--- config.mk ---
export PLATFORM = sky130hd
export DESIGN_NAME = round_robin_task_slot_scheduler_flat
export DESIGN_NICKNAME = d
export VERILOG_FILES = /design/src/rtl/rrts_pkg.sv /design/src/rtl/rrts_ifs.sv /design/src/rtl/round_robin_task_slot_scheduler.sv /design/src/rtl/rrts_ctrl.sv /design/src/rtl/rrts_dp.sv /design/src/flat_wrapper.sv
export SDC_FILE = /design/constraint.sdc
export NUM_CORES = 1
export LEC_CHECK = 0
export ABC_AREA = 0
export BUFFER_PORTS_ARGS = -buffer_cell sky130_fd_sc_hd__buf_2
export CORE_MARGIN = 4
export CORE_UTILIZATION = 25
export CTS_CLUSTER_SIZE = 30
export DETAILED_ROUTE_END_ITERATION = 7
export PLACE_DENSITY = 0.47
export SETUP_SLACK_MARGIN = 0.5
export SLEW_MARGIN = 20
export SYNTH_ARGS = -nofsm -noshare
export SYNTH_HDL_FRONTEND = slang
export SYNTH_SLANG_ARGS = --single-unit
--- constraint.sdc ---
create_clock -name clk -period 15.7 [get_ports clk]
set_clock_uncertainty 0.2 [all_clocks]
set_input_delay 3.14 -clock clk [delete_from_list [all_inputs] [get_ports clk]]
set_output_delay 3.14 -clock clk [all_outputs]
set_load 0.01 [all_outputs]
--- src/rtl/rrts_pkg.sv ---
// Shared constants and control types of the task slot scheduler.
`timescale 1ns / 1ps
package rrts_pkg;

  // Fixed field widths
  localparam int PID_W  = 5;
  localparam int OP_W   = 3;
  localparam int STS_W  = 2;
  localparam int WORD_W = 32;

  // Slot run states
  localparam logic [1:0] SLOT_FREE   = 2'd0;
  localparam logic [1:0] SLOT_IDLE   = 2'd1;
  localparam logic [1:0] SLOT_ACTIVE = 2'd2;
  localparam logic [1:0] SLOT_PARKED = 2'd3;

  // Event codes
  localparam logic [OP_W-1:0] OP_CREATE_FIRST = 3'd0;
  localparam logic [OP_W-1:0] OP_SPAWN        = 3'd1;
  localparam logic [OP_W-1:0] OP_FORK         = 3'd2;
  localparam logic [OP_W-1:0] OP_KILL         = 3'd3;
  localparam logic [OP_W-1:0] OP_WAIT_CHILD   = 3'd4;
  localparam logic [OP_W-1:0] OP_YIELD        = 3'd5;

  // Result status codes
  localparam logic [STS_W-1:0] ST_OK            = 2'd0;
  localparam logic [STS_W-1:0] ST_FULL          = 2'd1;
  localparam logic [STS_W-1:0] ST_BAD_TARGET    = 2'd2;
  localparam logic [STS_W-1:0] ST_NONE_RUNNABLE = 2'd3;

  // Controller to datapath commands
  typedef struct packed {
    logic capture;
    logic rd_issue;
    logic exec;
    logic yield;
    logic ww_issue;
    logic load_out;
  } rrts_cmd_t;

  // Datapath to controller status
  typedef struct packed {
    logic yield_req;
  } rrts_sts_t;

endpackage

--- src/rtl/rrts_ifs.sv ---
// Event and result channel interfaces of the task slot scheduler.
`timescale 1ns / 1ps
interface rrts_in_if import rrts_pkg::*; ();
  logic              valid;
  logic              ready;
  logic [OP_W-1:0]   operation;
  logic [PID_W-1:0]  target_pid;
  logic [WORD_W-1:0] exit_value;
  logic              link_parent;

  modport source (output valid, output operation, output target_pid, output exit_value,
                  output link_parent, input ready);
  modport sink   (input valid, input operation, input target_pid, input exit_value,
                  input link_parent, output ready);
endinterface

interface rrts_out_if import rrts_pkg::*; ();
  logic              valid;
  logic              ready;
  logic [STS_W-1:0]  status;
  logic [PID_W-1:0]  result_pid;
  logic [PID_W-1:0]  current_pid;
  logic [WORD_W-1:0] wait_word;

  modport source (output valid, output status, output result_pid, output current_pid,
                  output wait_word, input ready);
  modport sink   (input valid, input status, input result_pid, input current_pid,
                  input wait_word, output ready);
endinterface

--- src/rtl/round_robin_task_slot_scheduler.sv ---
// Top level of the round-robin task slot scheduler.
// Usage:
//   in_ch takes one scheduler event per word (create first, spawn, fork, kill,
//   wait child, yield) with its target pid, exit value and link flag.
//   out_ch returns exactly one word per event: status, pid chosen or created,
//   running pid afterwards and the running task's wait word.
//   Both channels move a word when valid and ready are high at a clock edge.
//   Events are handled one at a time by a sequencer: read the wait word
//   memory, update the tables, optionally run the round-robin pick, then read
//   the running task's wait word, and load the result word into the output
//   register. The pick runs only when the event ends in one (yield, wait
//   child, kill of the running task).
//   in_ch.ready comes back in the same cycle the result word appears, so a
//   new event is taken only once the last one is through the sequencer.
//   The result sits in an output register: a new event is taken while it
//   waits, and only the load of the next result stalls behind a held word.
//   Synchronous reset (rst_n low) frees every slot and leaves no task
//   running; no clearing pass is needed, the tables are ready at once.
`timescale 1ns / 1ps
module round_robin_task_slot_scheduler import rrts_pkg::*; #(
  parameter int NUM_SLOTS = 16
) (
  input  logic       clk,
  input  logic       rst_n,
  rrts_in_if.sink    in_ch,
  rrts_out_if.source out_ch
);

  rrts_cmd_t cmd;
  rrts_sts_t sts;

  // Sequencer
  rrts_ctrl u_ctrl (
    .clk       (clk),
    .rst_n     (rst_n),
    .in_valid  (in_ch.valid),
    .in_ready  (in_ch.ready),
    .out_valid (out_ch.valid),
    .out_ready (out_ch.ready),
    .sts       (sts),
    .cmd       (cmd)
  );

  // Tables and result
  rrts_dp #(
    .NUM_SLOTS (NUM_SLOTS)
  ) u_dp (
    .clk             (clk),
    .rst_n           (rst_n),
    .cmd             (cmd),
    .sts             (sts),
    .in_operation    (in_ch.operation),
    .in_target_pid   (in_ch.target_pid),
    .in_exit_value   (in_ch.exit_value),
    .in_link_parent  (in_ch.link_parent),
    .out_status      (out_ch.status),
    .out_result_pid  (out_ch.result_pid),
    .out_current_pid (out_ch.current_pid),
    .out_wait_word   (out_ch.wait_word)
  );

endmodule

--- src/rtl/rrts_ctrl.sv ---
// Sequencer of the task slot scheduler: steps one event through the datapath.
`timescale 1ns / 1ps
module rrts_ctrl import rrts_pkg::*; (
  input  logic      clk,
  input  logic      rst_n,
  input  logic      in_valid,
  output logic      in_ready,
  output logic      out_valid,
  input  logic      out_ready,
  input  rrts_sts_t sts,
  output rrts_cmd_t cmd
);

  localparam logic [2:0] S_IDLE  = 3'd0;
  localparam logic [2:0] S_READ  = 3'd1;
  localparam logic [2:0] S_EXEC  = 3'd2;
  localparam logic [2:0] S_YIELD = 3'd3;
  localparam logic [2:0] S_WWRD  = 3'd4;
  localparam logic [2:0] S_DONE  = 3'd5;

  logic [2:0] state_r, state_nxt;
  logic       out_valid_r, out_valid_nxt;

  // Next state and commands
  always_comb begin
    state_nxt = state_r;
    cmd       = '0;
    case (state_r)
      S_IDLE: begin
        if (in_valid) begin
          cmd.capture = 1'b1;
          state_nxt   = S_READ;
        end
      end
      S_READ: begin
        cmd.rd_issue = 1'b1;
        state_nxt    = S_EXEC;
      end
      S_EXEC: begin
        cmd.exec  = 1'b1;
        state_nxt = sts.yield_req ? S_YIELD : S_WWRD;
      end
      S_YIELD: begin
        cmd.yield = 1'b1;
        state_nxt = S_WWRD;
      end
      S_WWRD: begin
        cmd.ww_issue = 1'b1;
        state_nxt    = S_DONE;
      end
      S_DONE: begin
        // wait for the output register to drain
        if (!out_valid_r || out_ready) begin
          cmd.load_out = 1'b1;
          state_nxt    = S_IDLE;
        end
      end
      default: begin
        state_nxt = S_IDLE;
      end
    endcase
  end

  // Output word valid flag
  always_comb begin
    out_valid_nxt = out_valid_r;
    if (cmd.load_out) begin
      out_valid_nxt = 1'b1;
    end else if (out_ready) begin
      out_valid_nxt = 1'b0;
    end
  end

  always_ff @(posedge clk) begin
    if (!rst_n) begin
      state_r     <= S_IDLE;
      out_valid_r <= 1'b0;
    end else begin
      state_r     <= state_nxt;
      out_valid_r <= out_valid_nxt;
    end
  end

  assign in_ready  = (state_r == S_IDLE);
  assign out_valid = out_valid_r;

endmodule

--- src/rtl/rrts_dp.sv ---
// Datapath of the task slot scheduler: slot tables, wait word memory, scans, result.
`timescale 1ns / 1ps
module rrts_dp import rrts_pkg::*; #(
  parameter int NUM_SLOTS = 16
) (
  input  logic              clk,
  input  logic              rst_n,
  input  rrts_cmd_t         cmd,
  output rrts_sts_t         sts,
  input  logic [OP_W-1:0]   in_operation,
  input  logic [PID_W-1:0]  in_target_pid,
  input  logic [WORD_W-1:0] in_exit_value,
  input  logic              in_link_parent,
  output logic [STS_W-1:0]  out_status,
  output logic [PID_W-1:0]  out_result_pid,
  output logic [PID_W-1:0]  out_current_pid,
  output logic [WORD_W-1:0] out_wait_word
);

  localparam int SW = $clog2(NUM_SLOTS);
  typedef logic [SW-1:0] slot_t;

  // Lowest set bit of a slot vector
  function automatic slot_t lowest_idx(logic [NUM_SLOTS-1:0] v);
    slot_t r;
    int    i;
    r = '0;
    for (i = NUM_SLOTS - 1; i >= 0; i--) begin
      if (v[i]) r = slot_t'(i);
    end
    return r;
  endfunction

  // Slot index to pid
  function automatic logic [PID_W-1:0] to_pid(slot_t s);
    return PID_W'({1'b0, s} + 1'b1);
  endfunction

  // Captured event
  logic [OP_W-1:0]   op_r;
  logic [PID_W-1:0]  tgt_r;
  logic [WORD_W-1:0] exit_r;
  logic              link_r;

  // Slot tables and running slot
  logic [1:0]        run_st_r  [NUM_SLOTS];
  slot_t             par_idx_r [NUM_SLOTS];
  logic              par_vld_r [NUM_SLOTS];
  logic [WORD_W-1:0] ww_mem    [NUM_SLOTS];
  logic [WORD_W-1:0] rd_data_r;
  slot_t             cur_r;
  logic              cur_vld_r;

  // Result being built and the output word
  logic [STS_W-1:0]  res_status_r;
  logic [PID_W-1:0]  res_pid_r;
  logic [STS_W-1:0]  out_status_r;
  logic [PID_W-1:0]  out_result_r;
  logic [PID_W-1:0]  out_current_r;
  logic [WORD_W-1:0] out_ww_r;

  logic [NUM_SLOTS-1:0] free_vec, run_vec, above_vec;
  logic                 free_any, pick_any, hi_any;
  slot_t                free_idx, pick_idx, base_idx;
  slot_t                tgt_idx, par_of_tgt, raddr, waddr;
  logic                 pvld_of_tgt, tgt_in_range, tgt_live;
  logic                 kill_ok, wake, wait_ok, victim_running;
  logic                 alloc_op, alloc_go;
  logic                 mem_we;
  logic [WORD_W-1:0]    wdata;

  // Capture the accepted event
  always_ff @(posedge clk) begin
    if (cmd.capture) begin
      op_r   <= in_operation;
      tgt_r  <= in_target_pid;
      exit_r <= in_exit_value;
      link_r <= in_link_parent;
    end
  end

  // Per-slot flags
  always_comb begin
    for (int i = 0; i < NUM_SLOTS; i++) begin
      free_vec[i]  = (run_st_r[i] == SLOT_FREE);
      run_vec[i]   = (run_st_r[i] == SLOT_IDLE) || (run_st_r[i] == SLOT_ACTIVE);
      above_vec[i] = (slot_t'(i) > base_idx) && run_vec[i];
    end
  end

  // Allocation and round-robin pick
  assign free_any = |free_vec;
  assign free_idx = lowest_idx(free_vec);
  assign base_idx = cur_vld_r ? cur_r : slot_t'(NUM_SLOTS - 1);
  assign hi_any   = |above_vec;
  assign pick_any = |run_vec;
  assign pick_idx = hi_any ? lowest_idx(above_vec) : lowest_idx(run_vec);

  // Target checks
  assign tgt_in_range   = (tgt_r != '0) && (32'(tgt_r) <= 32'(NUM_SLOTS));
  assign tgt_idx        = slot_t'(tgt_r - PID_W'(1));
  assign tgt_live       = tgt_in_range && (run_st_r[tgt_idx] != SLOT_FREE);
  assign par_of_tgt     = par_idx_r[tgt_idx];
  assign pvld_of_tgt    = par_vld_r[tgt_idx];
  assign victim_running = cur_vld_r && (cur_r == tgt_idx);

  assign kill_ok = tgt_live;
  assign wake    = kill_ok && pvld_of_tgt && (run_st_r[par_of_tgt] == SLOT_PARKED) &&
                   ((rd_data_r == 32'(tgt_r)) || (rd_data_r == '0));
  assign wait_ok = cur_vld_r &&
                   ((tgt_r == '0) || (tgt_live && pvld_of_tgt && (par_of_tgt == cur_r)));

  assign alloc_op = op_r inside {OP_CREATE_FIRST, OP_SPAWN, OP_FORK};
  assign alloc_go = alloc_op && free_any && !((op_r == OP_FORK) && !cur_vld_r);

  assign sts.yield_req = ((op_r == OP_KILL) && kill_ok && victim_running) ||
                         (op_r == OP_WAIT_CHILD) || (op_r == OP_YIELD);

  // Wait word memory: one write, one registered read
  assign raddr = (cmd.rd_issue && (op_r == OP_KILL)) ? par_of_tgt : cur_r;

  always_comb begin
    mem_we = 1'b0;
    waddr  = free_idx;
    wdata  = '0;
    if (cmd.exec) begin
      if (alloc_go) begin
        mem_we = 1'b1;
        wdata  = (op_r == OP_FORK) ? rd_data_r : '0;
      end else if ((op_r == OP_KILL) && wake) begin
        mem_we = 1'b1;
        waddr  = par_of_tgt;
        wdata  = exit_r;
      end else if ((op_r == OP_WAIT_CHILD) && wait_ok) begin
        mem_we = 1'b1;
        waddr  = cur_r;
        wdata  = 32'(tgt_r);
      end
    end
  end

  always_ff @(posedge clk) begin
    if (mem_we) begin
      ww_mem[waddr] <= wdata;
    end
    if (cmd.rd_issue || cmd.ww_issue) begin
      rd_data_r <= ww_mem[raddr];
    end
  end

  // Parent index: read only behind its valid bit
  always_ff @(posedge clk) begin
    if (cmd.exec && alloc_go) begin
      par_idx_r[free_idx] <= cur_r;
    end
  end

  // Run states, parent links, running slot
  always_ff @(posedge clk) begin
    if (!rst_n) begin
      for (int i = 0; i < NUM_SLOTS; i++) begin
        run_st_r[i]  <= SLOT_FREE;
        par_vld_r[i] <= 1'b0;
      end
      cur_r     <= '0;
      cur_vld_r <= 1'b0;
    end else if (cmd.exec) begin
      if (alloc_go) begin
        case (op_r)
          OP_CREATE_FIRST: begin
            run_st_r[free_idx]  <= SLOT_ACTIVE;
            par_vld_r[free_idx] <= 1'b0;
            cur_r               <= free_idx;
            cur_vld_r           <= 1'b1;
          end
          OP_SPAWN: begin
            run_st_r[free_idx]  <= SLOT_IDLE;
            par_vld_r[free_idx] <= link_r && cur_vld_r;
          end
          default: begin
            run_st_r[free_idx]  <= run_st_r[cur_r];
            par_vld_r[free_idx] <= 1'b1;
          end
        endcase
      end else if (op_r == OP_KILL) begin
        // wake first, so a self-linked victim still ends up free
        if (wake) begin
          run_st_r[par_of_tgt] <= SLOT_ACTIVE;
        end
        if (kill_ok) begin
          run_st_r[tgt_idx]  <= SLOT_FREE;
          par_vld_r[tgt_idx] <= 1'b0;
        end
      end else if ((op_r == OP_WAIT_CHILD) && wait_ok) begin
        run_st_r[cur_r] <= SLOT_PARKED;
      end
    end else if (cmd.yield) begin
      cur_r     <= pick_any ? pick_idx : '0;
      cur_vld_r <= pick_any;
    end
  end

  // Result status and pid
  always_ff @(posedge clk) begin
    if (cmd.exec) begin
      res_status_r <= ST_OK;
      res_pid_r    <= '0;
      if (alloc_op) begin
        if ((op_r == OP_FORK) && !cur_vld_r) begin
          res_status_r <= ST_BAD_TARGET;
        end else if (!free_any) begin
          res_status_r <= ST_FULL;
        end else begin
          res_pid_r <= to_pid(free_idx);
        end
      end else if ((op_r == OP_KILL) && !kill_ok) begin
        res_status_r <= ST_BAD_TARGET;
      end else if ((op_r == OP_WAIT_CHILD) && !wait_ok) begin
        res_status_r <= ST_BAD_TARGET;
      end
    end else if (cmd.yield) begin
      if (pick_any) begin
        res_pid_r <= to_pid(pick_idx);
      end else begin
        res_pid_r    <= '0;
        res_status_r <= ST_NONE_RUNNABLE;
      end
    end
  end

  // Output word register
  always_ff @(posedge clk) begin
    if (cmd.load_out) begin
      out_status_r  <= res_status_r;
      out_result_r  <= res_pid_r;
      out_current_r <= cur_vld_r ? to_pid(cur_r) : '0;
      out_ww_r      <= cur_vld_r ? rd_data_r : '0;
    end
  end

  assign out_status      = out_status_r;
  assign out_result_pid  = out_result_r;
  assign out_current_pid = out_current_r;
  assign out_wait_word   = out_ww_r;

endmodule

--- src/flat_wrapper.sv ---
// flat-port wrapper written by rule: the top's interface ports become plain ports
module round_robin_task_slot_scheduler_flat import rrts_pkg::*;
#(
  parameter int NUM_SLOTS = 16
)
  (clk, rst_n, in_ch_valid, in_ch_operation, in_ch_target_pid, in_ch_exit_value, in_ch_link_parent, in_ch_ready, out_ch_valid, out_ch_status, out_ch_result_pid, out_ch_current_pid, out_ch_wait_word, out_ch_ready);
  rrts_in_if in_ch_i ();
  rrts_out_if out_ch_i ();
  input  logic clk;
  input  logic rst_n;
  input wire logic [$bits(in_ch_i.valid)-1:0] in_ch_valid;
  input wire logic [$bits(in_ch_i.operation)-1:0] in_ch_operation;
  input wire logic [$bits(in_ch_i.target_pid)-1:0] in_ch_target_pid;
  input wire logic [$bits(in_ch_i.exit_value)-1:0] in_ch_exit_value;
  input wire logic [$bits(in_ch_i.link_parent)-1:0] in_ch_link_parent;
  output wire logic [$bits(in_ch_i.ready)-1:0] in_ch_ready;
  output wire logic [$bits(out_ch_i.valid)-1:0] out_ch_valid;
  output wire logic [$bits(out_ch_i.status)-1:0] out_ch_status;
  output wire logic [$bits(out_ch_i.result_pid)-1:0] out_ch_result_pid;
  output wire logic [$bits(out_ch_i.current_pid)-1:0] out_ch_current_pid;
  output wire logic [$bits(out_ch_i.wait_word)-1:0] out_ch_wait_word;
  input wire logic [$bits(out_ch_i.ready)-1:0] out_ch_ready;
  assign in_ch_i.valid = in_ch_valid;
  assign in_ch_i.operation = in_ch_operation;
  assign in_ch_i.target_pid = in_ch_target_pid;
  assign in_ch_i.exit_value = in_ch_exit_value;
  assign in_ch_i.link_parent = in_ch_link_parent;
  assign in_ch_ready = in_ch_i.ready;
  assign out_ch_valid = out_ch_i.valid;
  assign out_ch_status = out_ch_i.status;
  assign out_ch_result_pid = out_ch_i.result_pid;
  assign out_ch_current_pid = out_ch_i.current_pid;
  assign out_ch_wait_word = out_ch_i.wait_word;
  assign out_ch_i.ready = out_ch_ready;
  round_robin_task_slot_scheduler #(.NUM_SLOTS(NUM_SLOTS)) u_core (.clk(clk), .rst_n(rst_n), .in_ch(in_ch_i), .out_ch(out_ch_i));
endmodule
==> flow_metrics.env, run 1 <==
export IMPL_clock_sinks=761
export IMPL_setup_viol=0
export IMPL_dr_pass1_iters=7
export IMPL_fmax_mhz=133
export IMPL_post_cts_buffers=0
export IMPL_syn_inst=1956
export IMPL_clk_latency_ps=660
export IMPL_regArea_mm2=0.0222
export IMPL_drt_iter0_drc=1529
export IMPL_final_layout_size_suffix_gt1_share_pct=22.8
export IMPL_ys_seq_area_share_pct=69.2
export IMPL_grt_overflow=0
export IMPL_final_cell_area_mm2=0.0377
export IMPL_multi_input_area_mm2=0.00949
export IMPL_synth_edf_count=700
export IMPL_ys_top_cells_by_count="edfxtp_1 (700), mux4_2 (161), nand2_1 (156)"
export IMPL_layout_nets=2156
export IMPL_numPortBuffers=90
export IMPL_area_growth_syn_to_layout_pct=17.2
export IMPL_cp_cell_sequence="buf_4, inv_1, ha_1, buf_4, mux4_2, a32o_1, nor2_4, a311oi_1, nor4_2, o21a_1, o21ai_2, a221oi_1, nand2_1, nor2_4, buf_4"
export IMPL_vdd_ir_drop_worst_uv=84.0
export IMPL_io_pins=91
export IMPL_synth_area_top_cells="edfxtp_1 (65%), mux4_2 (11%), dfxtp_1 (3.8%), nand2_1 (1.8%), and2_1 (1.4%)"
export IMPL_critPathMaxStageDelay_ps=840
export IMPL_rows=131
export IMPL_wl_um=93500
export IMPL_fp_dieH_um=367
export IMPL_outcome="finished clean"
export IMPL_powerDensity_mw_per_mm2=117
export IMPL_finalSetupTns_ps=0
export IMPL_crit_type="reg -> reg"
export IMPL_numCtsBuffers=87
export IMPL_hold_class="reg -> reg"
export IMPL_grt_usage_pct=13.6
export IMPL_fin_crit_ps=7510
export IMPL_cts_max_path_buffers=3
export IMPL_whs_ps=222
export IMPL_ctsHoldBuffers=0
export IMPL_rsz0062_at_grt="no"
export IMPL_cp_data_arrival_time_ps=7640
export IMPL_synthArstFlopShare_pct=0
export IMPL_critPathSlowestCell="ha_1"
export IMPL_synthMostInstantiatedCell="edfxtp_1"
export IMPL_antenna_found_initial=9
export IMPL_grt_max_degree=129
export IMPL_drv_slew=0
export IMPL_path_max_fanout=32
export IMPL_synth_fp_nets=2028
export IMPL_ant_nets=0
export IMPL_startpoint_type="register"
export IMPL_avgViaCountPerCell=4.83
export IMPL_timing_final_ws_setup_ps=8190
export IMPL_yosysTopAreaCellShare_pct=65.4
export IMPL_max_slew_margin_pct=23.3
export IMPL_routabilityCongestion=0.848
export IMPL_hold_violations=0
export IMPL_ys_types=82
export IMPL_die_width_um=367
export IMPL_wl_per_cell_um=24.5
export IMPL_cap_violations=0
export IMPL_syn_area_per_cell_um2=16.4
export IMPL_htree_levels=3
export IMPL_initial_utilization_pct=25.2
export IMPL_vias=18500
export IMPL_synth_seq_cells=761
export IMPL_clk_pin_slew_ps=60
export IMPL_yosys_area_top_type="edfxtp_1"
export IMPL_hpwl_um=57400
export IMPL_cts_tree="built"
export IMPL_remaining_drc_errors=0
export IMPL_grt_pass1_vias=19600
export IMPL_critPathCaptureType="register"
export IMPL_yosysWarningCount=0
export IMPL_place_area_mm2=0.0349
export IMPL_required_ps=15830
export IMPL_ys_flop_type="edfxtp_1"
export IMPL_die_area_mm2=0.134
export IMPL_dp_slack_ps=8150
export IMPL_leakagePower_uw=0.0111
export IMPL_num_fill_cells=12600
export IMPL_layout_worst_path_cycle_share_pct=47.9
export IMPL_ctsResizeCount=0
export IMPL_clock_root_buffer="clkbuf_16"
export IMPL_core_area_mm2=0.128
export IMPL_cpMostUsedCell="buf_4"
export IMPL_synth_cell_area_mm2=0.0321
export IMPL_grt_pass1_wl_um=137000
export IMPL_worst_slew_pin_slew_ps=1140
-- registers in the layout, indices dropped and copies added (netlist names), 2 cells and up, named ones only --
| register | cells |
|---|---|
| u_core.u_ctrl.state_r | 3 |
| u_core.u_dp.cur_r | 4 |
| u_core.u_dp.exit_r | 32 |
| u_core.u_dp.op_r | 3 |
| u_core.u_dp.out_current_pid | 5 |
| u_core.u_dp.out_result_pid | 5 |
| u_core.u_dp.out_status | 2 |
| u_core.u_dp.out_wait_word | 32 |
| u_core.u_dp.par_idx_r | 64 |
| u_core.u_dp.par_vld_r | 16 |
| u_core.u_dp.rd_data_r | 32 |
| u_core.u_dp.res_pid_r | 5 |
| u_core.u_dp.res_status_r | 2 |
| u_core.u_dp.run_st_r | 32 |
| u_core.u_dp.tgt_r | 5 |
| u_core.u_dp.ww_mem | 512 |
-- path summary, 6_finish.rpt --
kind                                                from                            end  slack (ps)  cells past startpoint
worst max-delay path                u_core.u_dp.tgt_r[0]     u_core.u_dp.ww_mem[14][28]        8190                     15
worst min register to register  u_core.u_dp.res_pid_r[1]  u_core.u_dp.out_result_pid[1]         220                      0
worst max register to register      u_core.u_dp.tgt_r[0]     u_core.u_dp.ww_mem[14][28]        8190                     15
worst min-delay path            u_core.u_dp.res_pid_r[1]  u_core.u_dp.out_result_pid[1]         220                      0
-- layout make-up --
| class | count | share of cell area, % |
|---|---|---|
| repair buffers | 138 | 2.22 |
| clock inverters | 57 | 1.40 |
| diodes | 2 | 0.0133 |
| multi-input cells | 1040 | 25.2 |
| well taps | 1662 | 5.52 |
| inverters | 56 | 0.558 |
| clock buffers | 103 | 6.05 |
| flip-flops and latches | 761 | 59.1 |
-- logic make-up after synthesis --
| family | Yosys count | synth area share [%] |
|---|---|---|
| simple gates | 480 | 7.42 |
| buf+inv | 155 | 1.98 |
| mux | 211 | 13.0 |
| xor+xnor | 20 | 0.615 |
| flops | 761 | 69.2 |
| compound gates | 302 | 6.75 |
| fa+ha+maj | 27 | 1.05 |
-- placed cells by master, fill, tap and decap left out, types with 8 or more instances in the layout --
| master | instances |
|---|---|
| nand4_1 | 13 |
| clkbuf_16 | 89 |
| nand3_1 | 36 |
| inv_1 | 56 |
| nor2_1 | 65 |
| clkinvlp_4 | 8 |
| nand2b_1 | 16 |
| clkinv_1 | 20 |
| nor4_1 | 14 |
| nor2b_1 | 11 |
| o22ai_1 | 8 |
| o211ai_1 | 10 |
| o21ai_0 | 32 |
| a21oi_1 | 38 |
| ha_1 | 27 |
| a22o_1 | 30 |
| buf_2 | 90 |
| and2_1 | 70 |
| mux2_1 | 11 |
| clkbuf_1 | 14 |
| o31ai_1 | 24 |
| a31oi_1 | 40 |
| nor2_4 | 19 |
| mux2_2 | 10 |
| and3_1 | 26 |
| a211oi_1 | 42 |
| edfxtp_1 | 700 |
| buf_4 | 46 |
| clkinv_2 | 14 |
| xnor2_1 | 10 |
| nor3_1 | 21 |
| mux4_2 | 161 |
| mux2i_1 | 24 |
| nand2_1 | 156 |
| dfxtp_1 | 59 |
-- where the power goes --
group	leakage, uW	switching, uW	total, uW	internal (uW)
Combinational	0.00383	123	189	65.9
Clock	0.00134	845	1980	1130
Sequential	0.00598	26.9	2240	2220
-- per-stage QoR --
stage	std cells	total power, uW	util (%)
after detailed placement	3657	2480	27.3
after floorplan	1956	2390	-
after global placement	3657	2470	27.3
final	3819	4410	29.5
after global routing	3817	4570	29.5
after CTS	3817	4470	29.5
-- worst max-delay path: cells and delay by family (launching register included) --
family / cells / cell delay (ps)
compound gates: 5 / 1800
fa+ha+maj: 1 / 840
buf+inv: 4 / 1610
flops: 1 / 320
mux: 1 / 590
simple gates: 4 / 1800
-- metal layers --
layer / GRT usage, % / part of all wire [%]
met5: 0 / 0
met4: 4.98 / 3.5
met3: 2.42 / 5.2
met2: 22.2 / 47
met1: 18.3 / 44
No activity file was read; power rests on OpenSTA's default activity.
==> run 2: changes to the inputs <==
--- a/config.mk
+++ b/config.mk
@@ -5,13 +5,13 @@
 export SDC_FILE = /design/constraint.sdc
 export NUM_CORES = 1
 export LEC_CHECK = 0
-export ABC_AREA = 0
+export ABC_AREA = 1
 export BUFFER_PORTS_ARGS = -buffer_cell sky130_fd_sc_hd__buf_2
 export CORE_MARGIN = 4
 export CORE_UTILIZATION = 25
 export CTS_CLUSTER_SIZE = 30
 export DETAILED_ROUTE_END_ITERATION = 7
-export PLACE_DENSITY = 0.47
+export PLACE_DENSITY = 0.48
 export SETUP_SLACK_MARGIN = 0.5
 export SLEW_MARGIN = 20
 export SYNTH_ARGS = -nofsm -noshare
==> constraint.sdc (replaced) <==
create_clock -name clk -period 6.6 [get_ports clk]
set_clock_uncertainty 0.2 [all_clocks]
set_input_delay 1.32 -clock clk [delete_from_list [all_inputs] [get_ports clk]]
set_output_delay 1.32 -clock clk [all_outputs]
set_load 0.01 [all_outputs]
==> flow_metrics.env, run 2 <==
export IMPL_outcome="finished clean"
export IMPL_drv_slew=0
export IMPL_fin_crit_ps=5650
export IMPL_cpMostUsedCell="nand2_1"
export IMPL_numPortBuffers=90
export IMPL_core_area_mm2=0.135
export IMPL_crit_type="reg -> reg"
export IMPL_power_uw=11000
export IMPL_layout_commonest_cell="edfxtp_1"
export IMPL_clock_root_buffer="clkbuf_16"
export IMPL_area_growth_syn_to_layout_pct=16.1
export IMPL_setup_viol=0
export IMPL_n_antenna_cell=0
export IMPL_clk_pin_slew_ps=60
export IMPL_synth_seq_cells=761
export IMPL_yosys_area_top_type="edfxtp_1"
export IMPL_synthMostInstantiatedCell="edfxtp_1"
export IMPL_largest_register_ffs=512
export IMPL_vdd_ir_drop_worst_uv=197
export IMPL_synth_edf_count=700
export IMPL_critPathCapture="u_core.u_dp.ww_mem[14][17]"
export IMPL_synthArstFlopShare_pct=0
export IMPL_grt_usage_pct=14.4
export IMPL_yosysTopAreaCellShare_pct=61.8
export IMPL_vias=23700
export IMPL_ys_top_cells_by_count="edfxtp_1 (700), nand2_1 (581), inv_1 (451)"
export IMPL_antenna_found_initial=2
export IMPL_finalSetupTns_ps=0
export IMPL_routabilityCongestion=0.910
export IMPL_max_slew_margin_pct=34.1
export IMPL_cp_data_arrival_time_ps=5760
export IMPL_grt_pass1_wl_um=154000
export IMPL_leakagePower_uw=0.0143
export IMPL_syn_inst=3150
export IMPL_worst_slew_pin_slew_ps=989
export IMPL_cp_cell_sequence="inv_1, ha_1, nor2_1, nor2_2, inv_2, nand2_1, nand2_1, nand2_2, nand2_4, inv_1, nand2_1, nand3_1, nand3_1, nand3_2, inv_2, nor2_2, inv_1, o21ai_0, o211ai_1, o21ai_1, nand2_1, nor2_4, buf_4"
export IMPL_regArea_mm2=0.0222
export IMPL_ys_types=58
export IMPL_cts_max_path_buffers=3
export IMPL_remaining_drc_errors=0
export IMPL_yosysWarningCount=0
export IMPL_fmax_mhz=177
export IMPL_timing_final_ws_setup_ps=946
export IMPL_crit_path_start="u_core.u_dp.tgt_r[1]"
export IMPL_critPathMaxStageDelay_ps=490
export IMPL_layout_nets=3323
export IMPL_initial_utilization_pct=25.1
export IMPL_powerDensity_mw_per_mm2=278
export IMPL_r2r_start="u_core.u_dp.tgt_r[1]"
export IMPL_required_ps=6710
export IMPL_multi_input_area_mm2=0.00951
export IMPL_dp_slack_ps=797
export IMPL_rr_endpoint="u_core.u_dp.ww_mem[14][17]"
export IMPL_rsz0062_at_grt="no"
export IMPL_ant_nets=0
export IMPL_numCtsBuffers=83
export IMPL_grt_max_degree=186
export IMPL_final_layout_size_suffix_gt1_share_pct=12.2
export IMPL_synth_fp_nets=3222
export IMPL_final_cell_mix="edfxtp_1 (700), nand2_1 (580), inv_1 (449), nand3_1 (347), o211ai_1 (255)"
export IMPL_hpwl_um=67800
export IMPL_layout_worst_path_cycle_share_pct=85.7
export IMPL_clk_latency_ps=680
export IMPL_io_pins=91
export IMPL_syn_area_per_cell_um2=10.8
export IMPL_startpoint_type="register"
export IMPL_grt_overflow=0
export IMPL_ys_seq_area_share_pct=65.4
export IMPL_top_regs="u_core.u_dp.ww_mem x512, u_core.u_dp.par_idx_r x64"
export IMPL_drt_iter0_drc=1988
export IMPL_critPathCaptureType="register"
export IMPL_top_register="u_core.u_dp.ww_mem"
export IMPL_cp_top_family="simple AND/OR/NAND/NOR gates"
export IMPL_clock_sinks=761
export IMPL_dr_pass1_iters=8
export IMPL_grt_pass1_vias=22600
export IMPL_avgViaCountPerCell=4.64
export IMPL_synth_cell_area_mm2=0.0340
export IMPL_r2r_slack_ps=950
export IMPL_critPathSlowestCell="buf_4"
export IMPL_ctsHoldBuffers=0
export IMPL_rows=135
export IMPL_hold_violations=0
export IMPL_dpl_cell_count=4939
export IMPL_wl_per_cell_um=20.6
export IMPL_hold_class="reg -> reg"
export IMPL_rr_worst_depth=23
export IMPL_postLayoutCoreUtil_pct=29.2
export IMPL_num_fill_cells=14000
export IMPL_cts_tree="built"
export IMPL_die_area_mm2=0.142
export IMPL_path_max_fanout=23
export IMPL_stdcell_count=5097
export IMPL_fp_dieH_um=377
export IMPL_ys_flop_type="edfxtp_1"
export IMPL_cap_violations=0
export IMPL_wl_um=105000
export IMPL_crit_buf_inv=6
export IMPL_htree_levels=3
export IMPL_worstSetupPathDepth=23
export IMPL_die_width_um=377
export IMPL_synth_area_top_cells="edfxtp_1 (62%), nand2_1 (6.4%), o211ai_1 (5.6%), nand3_1 (5.1%), inv_1 (5.0%)"
-- run 2: cell count changes in the layout (fill, tap and decap cells not counted), sizes merged, moves of 36 or more --
cell,delta
a211oi,-43
a21oi,+53
a31oi,-36
and2,-72
inv,+420
mux4,-161
nand2,+443
nand3,+322
nor2,+105
o211ai,+245
o21ai,+80
-- run 2: through the flow --
step | hold slack (ps) | cell area, um2
2_1_floorplan | 200 | 34000
3_3_place_gp | 209 | 36800
3_5_place_dp | 217 | 36800
4_1_cts | 231 | 39400
5_1_grt | 232 | 39500
6_report | 224 | 39500
-- run 2: worst register-to-register path, stage by stage (launching register included) --
cell and delay, ps:
edfxtp_1 440, inv_1 220, ha_1 260, nor2_1 70, nor2_2 460, inv_2 220
nand2_1 130, nand2_1 80, nand2_2 170, nand2_4 150, inv_1 120, nand2_1 60
nand3_1 80, nand3_1 90, nand3_2 120, inv_2 70, nor2_2 280, inv_1 240
o21ai_0 130, o211ai_1 100, o21ai_1 340, nand2_1 270, nor2_4 460, buf_4 500
-- run 2: where the power goes --
group	total (uW)	internal, uW	switching [uW]
clock network	4590	2570	2020
logic	974	250	724
registers	5410	5330	78.2
-- run 2: metal layers --
| metal | track usage (%) | up-vias | wire [um] |
|---|---|---|---|
| met2 | 23.9 | 662 | 49900 |
| met3 | 2.37 | 148 | 5230 |
| met5 | 0 | - | 0 |
| li1 | - | 11200 | - |
| met1 | 19.6 | 11600 | 46800 |
| met4 | 4.02 | 0 | 2780 |
-- run 2: final cells by class --
type	instances	share of cell area (%)
clock inverters	55	1.32
well taps	1781	5.64
flip-flops and latches	761	56.3
inverters	473	4.50
clock buffers	95	5.37
multi-input cells	1763	24.1
repair buffers	169	2.77
-- run 2: logic make-up after synthesis --
group / Yosys count / synth area share [%]
flops: 761 / 65.4
buf+inv: 626 / 7.28
compound gates: 530 / 10.3
simple gates: 1201 / 15.9
fa+ha+maj: 27 / 0.993
xor+xnor: 5 / 0.129
-- run 2: how the worst min path moves through the flow --
| stage | startpoint | endpoint | slack (ps) | depth (start not counted) |
|---|---|---|---|---|
| floorplan | u_core.u_dp.res_pid_r[0] | u_core.u_dp.out_result_pid[0] | 200 | 0 |
| global placement | u_core.u_dp.res_pid_r[3] | u_core.u_dp.out_result_pid[3] | 210 | 0 |
| detailed placement | u_core.u_dp.res_pid_r[3] | u_core.u_dp.out_result_pid[3] | 220 | 0 |
| CTS | u_core.u_dp.res_pid_r[3] | u_core.u_dp.out_result_pid[3] | 230 | 0 |
| global route | u_core.u_dp.res_pid_r[4] | u_core.u_dp.out_result_pid[4] | 230 | 0 |
| finish | u_core.u_dp.res_pid_r[3] | u_core.u_dp.out_result_pid[3] | 220 | 0 |
-- run 2: timing repair --
action | in CTS | in global routing
gates resized for setup | 0 | 2
endpoints found under the setup margin | 0 | 225
buffers inserted | 0 | 8
